### config.mk
export PLATFORM = sky130hd
export DESIGN_NAME = clip_rectangle_stack
export DESIGN_NICKNAME = d
export VERILOG_FILES = /design/src/hdl/crs_pkg.sv /design/src/hdl/clip_rectangle_stack.sv /design/src/hdl/crs_isect.sv
export SDC_FILE = /design/constraint.sdc
export NUM_CORES = 2
export LEC_CHECK = 0
export ABC_AREA = 1
export BUFFER_PORTS_ARGS = -buffer_cell sky130_fd_sc_hd__buf_4
export CORE_ASPECT_RATIO = 2
export CORE_MARGIN = 4
export CORE_UTILIZATION = 55
export CTS_CLUSTER_DIAMETER = 60
export CTS_CLUSTER_SIZE = 12
export DETAILED_ROUTE_END_ITERATION = 8
export GPL_ROUTABILITY_DRIVEN = 0
export PLACE_DENSITY = 0.68
export SLEW_MARGIN = 20
export SYNTH_ARGS = -nofsm -noshare
export SYNTH_HDL_FRONTEND = slang
export SYNTH_HIERARCHICAL = 1
export SYNTH_SLANG_ARGS = --single-unit
### constraint.sdc
create_clock -name i_clk -period 12 [get_ports i_clk]
set_input_delay 1.8 -clock i_clk [delete_from_list [all_inputs] [get_ports i_clk]]
set_output_delay 1.8 -clock i_clk [all_outputs]
set_load 0.02 [all_outputs]
### src/hdl/crs_pkg.sv
package crs_pkg;

    localparam int DEFAULT_STACK_DEPTH = 16;

    localparam int COORD_W  = 16;
    localparam int SIZE_W   = 15;
    localparam int LEVEL_W  = 5;
    localparam int CFG_IDX_W = 1;

    localparam logic [SIZE_W-1:0] SIZE_MAX         = '1;
    localparam logic [SIZE_W-1:0] RST_BUFFER_WIDTH  = 15'd80;
    localparam logic [SIZE_W-1:0] RST_BUFFER_HEIGHT = 15'd24;

    typedef enum logic {
        CMD_PUSH = 1'b0,
        CMD_POP  = 1'b1
    } t_cmd;

    typedef enum logic [CFG_IDX_W-1:0] {
        CFG_BUFFER_WIDTH  = 1'b0,
        CFG_BUFFER_HEIGHT = 1'b1
    } t_cfg_idx;

    // active clip: signed corner, saturated unsigned size
    typedef struct packed {
        logic signed [COORD_W-1:0] x;
        logic signed [COORD_W-1:0] y;
        logic        [SIZE_W-1:0]  w;
        logic        [SIZE_W-1:0]  h;
    } t_rect;

    // pushed rectangle, size may be negative
    typedef struct packed {
        logic signed [COORD_W-1:0] x;
        logic signed [COORD_W-1:0] y;
        logic signed [COORD_W-1:0] w;
        logic signed [COORD_W-1:0] h;
    } t_req;

    typedef struct packed {
        logic  en;
        t_rect rect;
    } t_entry;

endpackage

### src/hdl/clip_rectangle_stack.sv
// channel   direction  handshake                   payload
// cmd in    input      i_in_valid / o_in_ready     i_cmd, i_rect_x/y/width/height
// result    output     o_out_valid / i_out_ready   o_clip_*, o_stack_level, o_push_dropped
// config    input      i_cfg_we (no wait)          i_cfg_index, i_cfg_data
//
// One command per cycle while o_in_ready is high; its result is registered (output or skid).
// The stack top lives in a register refilled by a registered RAM read each cycle,
// so back-to-back pops and pushes run without bubbles.
// A skid register holds one extra result; o_in_ready drops only when it is full.
// Synchronous active-low reset; empty stack, no clip, buffer 80 x 24. No clearing pass.
module clip_rectangle_stack
    import crs_pkg::*;
#(
    parameter int STACK_DEPTH = DEFAULT_STACK_DEPTH
) (
    input  logic                      i_clk,
    input  logic                      i_rst_n,

    input  logic                      i_cfg_we,
    input  logic [CFG_IDX_W-1:0]      i_cfg_index,
    input  logic [SIZE_W-1:0]         i_cfg_data,

    input  logic                      i_in_valid,
    output logic                      o_in_ready,
    input  logic                      i_cmd,
    input  logic signed [COORD_W-1:0] i_rect_x,
    input  logic signed [COORD_W-1:0] i_rect_y,
    input  logic signed [COORD_W-1:0] i_rect_width,
    input  logic signed [COORD_W-1:0] i_rect_height,

    output logic                      o_out_valid,
    input  logic                      i_out_ready,
    output logic signed [COORD_W-1:0] o_clip_x,
    output logic signed [COORD_W-1:0] o_clip_y,
    output logic [SIZE_W-1:0]         o_clip_width,
    output logic [SIZE_W-1:0]         o_clip_height,
    output logic                      o_clip_enabled,
    output logic [LEVEL_W-1:0]        o_stack_level,
    output logic                      o_push_dropped
);

    localparam int AW = (STACK_DEPTH > 1) ? $clog2(STACK_DEPTH) : 1;
    localparam int CW = $clog2(STACK_DEPTH + 1);
    localparam logic [CW-1:0] COUNT_FULL = CW'(STACK_DEPTH);

    typedef struct packed {
        t_rect            rect;
        logic             en;
        logic [LEVEL_W-1:0] level;
        logic             dropped;
    } t_result;

    logic [SIZE_W-1:0] r_bw, r_bh;
    logic [CW-1:0]     r_count, n_count;
    t_rect             r_active, n_active;
    logic              r_en, n_en;
    t_entry            r_top;
    t_entry            mem [STACK_DEPTH];

    logic              in_fire, out_fire, is_push, full, empty;
    logic              mem_we;
    logic [AW-1:0]     mem_waddr, rd_addr;
    logic [CW-1:0]     rd_count;
    t_entry            mem_wdata;
    t_rect             base, isect;
    t_req              req;
    logic              dropped;
    t_result           res, r_out, r_skid;
    logic              r_out_valid, r_skid_valid;

    // config
    always_ff @(posedge i_clk) begin
        if (!i_rst_n) begin
            r_bw <= RST_BUFFER_WIDTH;
            r_bh <= RST_BUFFER_HEIGHT;
        end else if (i_cfg_we) begin
            unique case (t_cfg_idx'(i_cfg_index))
                CFG_BUFFER_WIDTH:  r_bw <= i_cfg_data;
                CFG_BUFFER_HEIGHT: r_bh <= i_cfg_data;
                default: ;
            endcase
        end
    end

    assign in_fire  = i_in_valid && o_in_ready;
    assign out_fire = r_out_valid && i_out_ready;
    assign is_push  = (t_cmd'(i_cmd) == CMD_PUSH);
    assign full     = (r_count == COUNT_FULL);
    assign empty    = (r_count == '0);

    assign req  = '{x: i_rect_x, y: i_rect_y, w: i_rect_width, h: i_rect_height};
    assign base = r_en ? r_active : t_rect'{x: '0, y: '0, w: r_bw, h: r_bh};

    crs_isect u_isect (
        .i_base (base),
        .i_req  (req),
        .o_rect (isect)
    );

    always_comb begin
        n_count  = r_count;
        n_active = r_active;
        n_en     = r_en;
        mem_we   = 1'b0;
        dropped  = 1'b0;
        if (in_fire) begin
            if (is_push) begin
                if (full) begin
                    dropped = 1'b1;
                end else begin
                    mem_we   = 1'b1;
                    n_count  = r_count + 1'b1;
                    n_active = isect;
                    n_en     = 1'b1;
                end
            end else if (!empty) begin
                n_count  = r_count - 1'b1;
                n_active = r_top.rect;
                n_en     = r_top.en;
            end
        end
    end

    assign mem_waddr = r_count[AW-1:0];
    assign mem_wdata = '{en: r_en, rect: r_active};
    assign rd_count  = n_count - 1'b1;
    assign rd_addr   = rd_count[AW-1:0];

    always_ff @(posedge i_clk) begin
        if (mem_we) begin
            mem[mem_waddr] <= mem_wdata;
        end
    end

    // r_top always tracks the entry below the next count; forward a same-cycle write
    always_ff @(posedge i_clk) begin
        if (mem_we && (mem_waddr == rd_addr)) begin
            r_top <= mem_wdata;
        end else begin
            r_top <= mem[rd_addr];
        end
    end

    always_ff @(posedge i_clk) begin
        if (!i_rst_n) begin
            r_count  <= '0;
            r_active <= '0;
            r_en     <= 1'b0;
        end else begin
            r_count  <= n_count;
            r_active <= n_active;
            r_en     <= n_en;
        end
    end

    assign res = '{rect: n_active, en: n_en, level: LEVEL_W'(n_count), dropped: dropped};

    // output register plus one skid entry
    always_ff @(posedge i_clk) begin
        if (!i_rst_n) begin
            r_out_valid  <= 1'b0;
            r_skid_valid <= 1'b0;
        end else if (r_skid_valid) begin
            if (out_fire) begin
                r_skid_valid <= 1'b0;
            end
        end else if (in_fire) begin
            if (!r_out_valid || out_fire) begin
                r_out_valid <= 1'b1;
            end else begin
                r_skid_valid <= 1'b1;
            end
        end else if (out_fire) begin
            r_out_valid <= 1'b0;
        end
    end

    always_ff @(posedge i_clk) begin
        if (r_skid_valid) begin
            if (out_fire) begin
                r_out <= r_skid;
            end
        end else if (in_fire) begin
            if (!r_out_valid || out_fire) begin
                r_out <= res;
            end else begin
                r_skid <= res;
            end
        end
    end

    assign o_in_ready     = !r_skid_valid;
    assign o_out_valid    = r_out_valid;
    assign o_clip_x       = r_out.rect.x;
    assign o_clip_y       = r_out.rect.y;
    assign o_clip_width   = r_out.rect.w;
    assign o_clip_height  = r_out.rect.h;
    assign o_clip_enabled = r_out.en;
    assign o_stack_level  = r_out.level;
    assign o_push_dropped = r_out.dropped;

endmodule

### src/hdl/crs_isect.sv
module crs_isect
    import crs_pkg::*;
(
    input  t_rect i_base,
    input  t_req  i_req,
    output t_rect o_rect
);

    localparam int EDGE_W = COORD_W + 2;
    localparam int DIFF_W = EDGE_W + 1;

    logic signed [EDGE_W-1:0] ax_l, ax_r, ay_t, ay_b;
    logic signed [EDGE_W-1:0] bx_l, bx_r, by_t, by_b;
    logic signed [EDGE_W-1:0] x1, x2, y1, y2;
    logic signed [DIFF_W-1:0] dx, dy;

    assign ax_l = EDGE_W'(i_base.x);
    assign ay_t = EDGE_W'(i_base.y);
    assign ax_r = ax_l + signed'(EDGE_W'(i_base.w));
    assign ay_b = ay_t + signed'(EDGE_W'(i_base.h));

    assign bx_l = EDGE_W'(i_req.x);
    assign by_t = EDGE_W'(i_req.y);
    assign bx_r = bx_l + EDGE_W'(i_req.w);
    assign by_b = by_t + EDGE_W'(i_req.h);

    assign x1 = (ax_l > bx_l) ? ax_l : bx_l;
    assign y1 = (ay_t > by_t) ? ay_t : by_t;
    assign x2 = (ax_r < bx_r) ? ax_r : bx_r;
    assign y2 = (ay_b < by_b) ? ay_b : by_b;

    assign dx = DIFF_W'(x2) - DIFF_W'(x1);
    assign dy = DIFF_W'(y2) - DIFF_W'(y1);

    always_comb begin
        o_rect.x = x1[COORD_W-1:0];
        o_rect.y = y1[COORD_W-1:0];
        if (dx <= 0) begin
            o_rect.w = '0;
        end else if (dx > signed'(DIFF_W'(SIZE_MAX))) begin
            o_rect.w = SIZE_MAX;
        end else begin
            o_rect.w = dx[SIZE_W-1:0];
        end
        if (dy <= 0) begin
            o_rect.h = '0;
        end else if (dy > signed'(DIFF_W'(SIZE_MAX))) begin
            o_rect.h = SIZE_MAX;
        end else begin
            o_rect.h = dy[SIZE_W-1:0];
        end
    end

endmodule

==> results.json <==
{
  "status": "finished, final reports clean",
  "holdCritStartpoint": "r_bh[3]",
  "start_kind": "flip-flop",
  "port_buffers": 156,
  "worstSetupEndpointType": "flip-flop",
  "grt_util_met2_pct": 53.3,
  "p_leak_nw": 30.0,
  "r2r_start": "r_en",
  "holdPathEnd": "r_bh[3]",
  "worstSetupPathType": "reg2reg",
  "slowest_stage": "dfxtp_2",
  "hold_path_depth": 2,
  "arrival_ns": 9.01,
  "hold_viol_final": 0,
  "synthArstFlopShare_pct": 0,
  "cts_max_path_buffers": 3,
  "cts_made_buffers": 115,
  "die_width_um": 245,
  "netlist_instances": 6770,
  "ant_nets": 0,
  "preCtsSetupSlack_ns": 3.19,
  "syn_avg_cell_area_um2": 9.12,
  "finalSetupViolCount": 0,
  "area_delta_synth_final_pct": 8.62,
  "synth_xor_area_share_pct": 1.18,
  "antenna_found_initial": 4,
  "hpwl_mm": 114,
  "synth.distinct_cells": 57,
  "reg2reg_depth": 40,
  "core_area_mm2": 0.111,
  "ir_drop_mv": 0.155,
  "synth-compound-area-share_pct": 4.52,
  "final.setup.worst_slack_ns": 3.46,
  "grtUsageTotal_pct": 31.4,
  "required_ns": 12.47,
  "grt_pass1_wl_mm": 277,
  "maxCapViolations": 0,
  "first_global_vias": 45545,
  "fmax_mhz": 117,
  "cts_root_buf": "clkbuf_16",
  "use_met1_pct": 36.3,
  "vias": 47664,
  "syn-cell-area_mm2": 0.0618,
  "clkTransAtPathRegs_ns": 0.06,
  "rsz0062_at_grt": "no",
  "htreeDepth": 3,
  "cts_setup_buffers": 0,
  "viasPerCell": 5.72,
  "num-fill-cells": 9290,
  "ys_ff_latch": 1250,
  "synth_top_family_by_area": "simple AND/OR/NAND/NOR gates",
  "drt_pass1_iterations": 6,
  "finalCritPeriodShare_pct": 71.2,
  "power_mw": 13.4,
  "nets": 7039,
  "die_height_um": 482,
  "grt-busiest-layer": "met2",
  "initial_utilization_pct": 55.5,
  "fin_tns_setup_ns": 0,
  "dominantRegCellSynth": "edfxtp_1",
  "path_max_fanout": 35,
  "grt_overflow_total": 0,
  "worst_pin_slew_ns": 1.14,
  "dieArea_mm2": 0.118,
  "grt_max_degree": 220,
  "crit_top_cell": "nand2_1",
  "routed_wl_mm": 188,
  "cts_tree": "built",
  "wl_per_cell_um": 22.6,
  "fin_crit_ns": 8.54,
  "met3_usage_pct": 6.16,
  "max_stage_delay_ns": 0.60,
  "synth-simple-area-share_pct": 23.4,
  "ios": 157,
  "drcViolationCount": 0,
  "drive_gt1_share_pct": 6.01,
  "hold_class": "reg2reg",
  "cts_sinks": 1250,
  "powerDensity_mw_per_mm2": 199,
  "ctsHoldBuffers": 0,
  "post_cts_resized": 0,
  "synth_edf_count": 1146,
  "timing.rr.end": "o_clip_width[1]",
  "drt-initial-drc-count": 5464,
  "slew_violations": 0,
  "insertion_delay_ns": 0.75,
  "rrSetupSlack_ns": 3.46,
  "rows": 173,
  "slew_headroom_pct": 22.9,
  "ys_warn_count": 6,
  "synth_adder_area_share_pct": 3.46,
  "finalClockSkew_ns": 0.0431,
  "seq_area_frac_synth_pct": 59.1,
  "synth_nets": 7023,
  "synthMuxAreaShare_pct": 0
}
-- cells in the mapped netlist (2+ instances only) --
master,n,area [µm²]
nand2_4,2,22.5
o21a_1,3,22.5
and2_1,3,18.8
nand4_1,21,131
dfxtp_1,104,2080
nand3_4,2,35.0
buf_2,148,741
nor2_2,2,12.5
edfxtp_1,1146,34400
clkbuf_1,97,364
o21ai_2,6,52.6
fa_1,6,120
o21bai_1,10,75.1
nor2_1,269,1010
nor3_1,10,50.1
xnor2_1,31,272
a31o_2,2,17.5
a31oi_1,72,450
nand3_1,839,4200
inv_2,5,18.8
o21ai_0,261,1310
nand3_2,3,30.0
buf_6,22,248
nand3b_1,6,45.0
clkinv_1,2,7.51
nor2_4,2,22.5
xor2_1,50,438
ha_1,161,2010
inv_1,938,3520
nand4_2,4,50.1
a21boi_0,2,15.0
o21ai_1,25,125
buf_1,26,97.6
clkbuf_2,6,30.0
nor4_1,3,18.8
a21oi_1,103,515
a211oi_1,4,30.0
nand2_1,2318,8700
o211ai_1,6,45.0
a21o_1,9,67.6
buf_4,18,135
nand2_2,8,50.1
-- layer usage --
layer  vias up  wire length, µm
li1      22070                -
met1     22624            65400
met2      2321            92300
met3       645            16200
met4         4            14500
met5         -               18
-- sequential cells by signal, indices dropped and copies added (netlist names), named ones only --
signal          flops
mem              1008
mem_wdata          62
o_clip_enabled      1
o_clip_height      15
o_clip_width       15
o_clip_x           16
o_clip_y           16
o_out_valid         1
o_push_dropped      1
o_stack_level       5
r_bh               15
r_bw               15
r_count             5
r_en                1
r_skid             69
r_skid_valid        1
-- critical path: cells and delay by family, from the launching register on --
kind,cells,cell delay [ns]
adders and majority gates,3,0.95
buffers and inverters,3,0.76
xor gates and xnor gates,1,0.36
and+or+nand+nor,25,3.53
DFF,1,0.60
AOI/OAI and AO/OA,8,2.03
-- cells by family after synthesis --
family / count (synthesis)
buffers and inverters: 1264
XOR/XNOR: 82
flip-flops: 1250
AO/OA/AOI/OAI: 510
AND/OR/NAND/NOR: 3497
adder cells (fa/ha/maj): 167
-- through the flow --
step           cell area (µm²)  instances  hold WS [ns]  util (%)
4_1_cts                  67000       8325         0.485      60.2
5_1_grt                  67100       8328         0.512      60.3
6_report                 67100       8330         0.481      60.3
2_1_floorplan            61800       6770         0.429         -
3_3_place_gp             63800       8153         0.460      57.3
3_5_place_dp             63800       8154         0.470      57.4
-- power breakdown --
group / switching, mW / total [mW] / internal [mW]
Sequential: 0.331 / 5.40 / 5.07
Clock: 1.56 / 3.32 / 1.76
Combinational: 3.33 / 4.65 / 1.32
-- layout make-up --
type / instances / area [µm²] / area share (%)
repair buffers: 216 / 1690 / 2.52
well taps: 1487 / 1860 / 2.77
diodes: 3 / 7.51 / 0.0112
clock inverters: 9 / 135 / 0.201
multi-input cells: 4256 / 20200 / 30.1
flip-flops and latches: 1250 / 36500 / 54.4
inverters: 947 / 3590 / 5.35
clock buffers: 162 / 3060 / 4.57
-- worst max-delay path by stage --
| stage | start | end | depth (start not counted) |
|---|---|---|---|
| after global routing | r_en | r_skid[29] | 40 |
| after global placement | i_rect_width[0] | o_clip_width[7] | 39 |
| after CTS | r_en | o_clip_width[1] | 40 |
| after floorplan | i_in_valid | mem[15][0] | 4 |
| final | r_en | o_clip_width[1] | 40 |
| after detailed placement | i_rect_x[0] | o_clip_width[7] | 37 |
-- cells in the final DEF, fill, tap and decap left out, types with 5 or more instances in the layout --
cell type	n
a21o_1	9
a21oi_1	103
a31oi_1	72
buf_4	211
clkbuf_1	46
clkbuf_16	115
dfxtp_1	98
dfxtp_4	5
edfxtp_1	1146
fa_1	6
ha_1	161
inv_1	935
inv_2	5
nand2_1	2318
nand2_2	8
nand3_1	839
nand3b_1	6
nand4_1	21
nor2_1	254
nor2_4	17
nor3_1	10
o211ai_1	6
o21ai_0	261
o21ai_1	25
o21ai_2	6
o21bai_1	10
xnor2_1	31
xor2_1	50
Note: power is estimated with default switching activity, not from simulation.
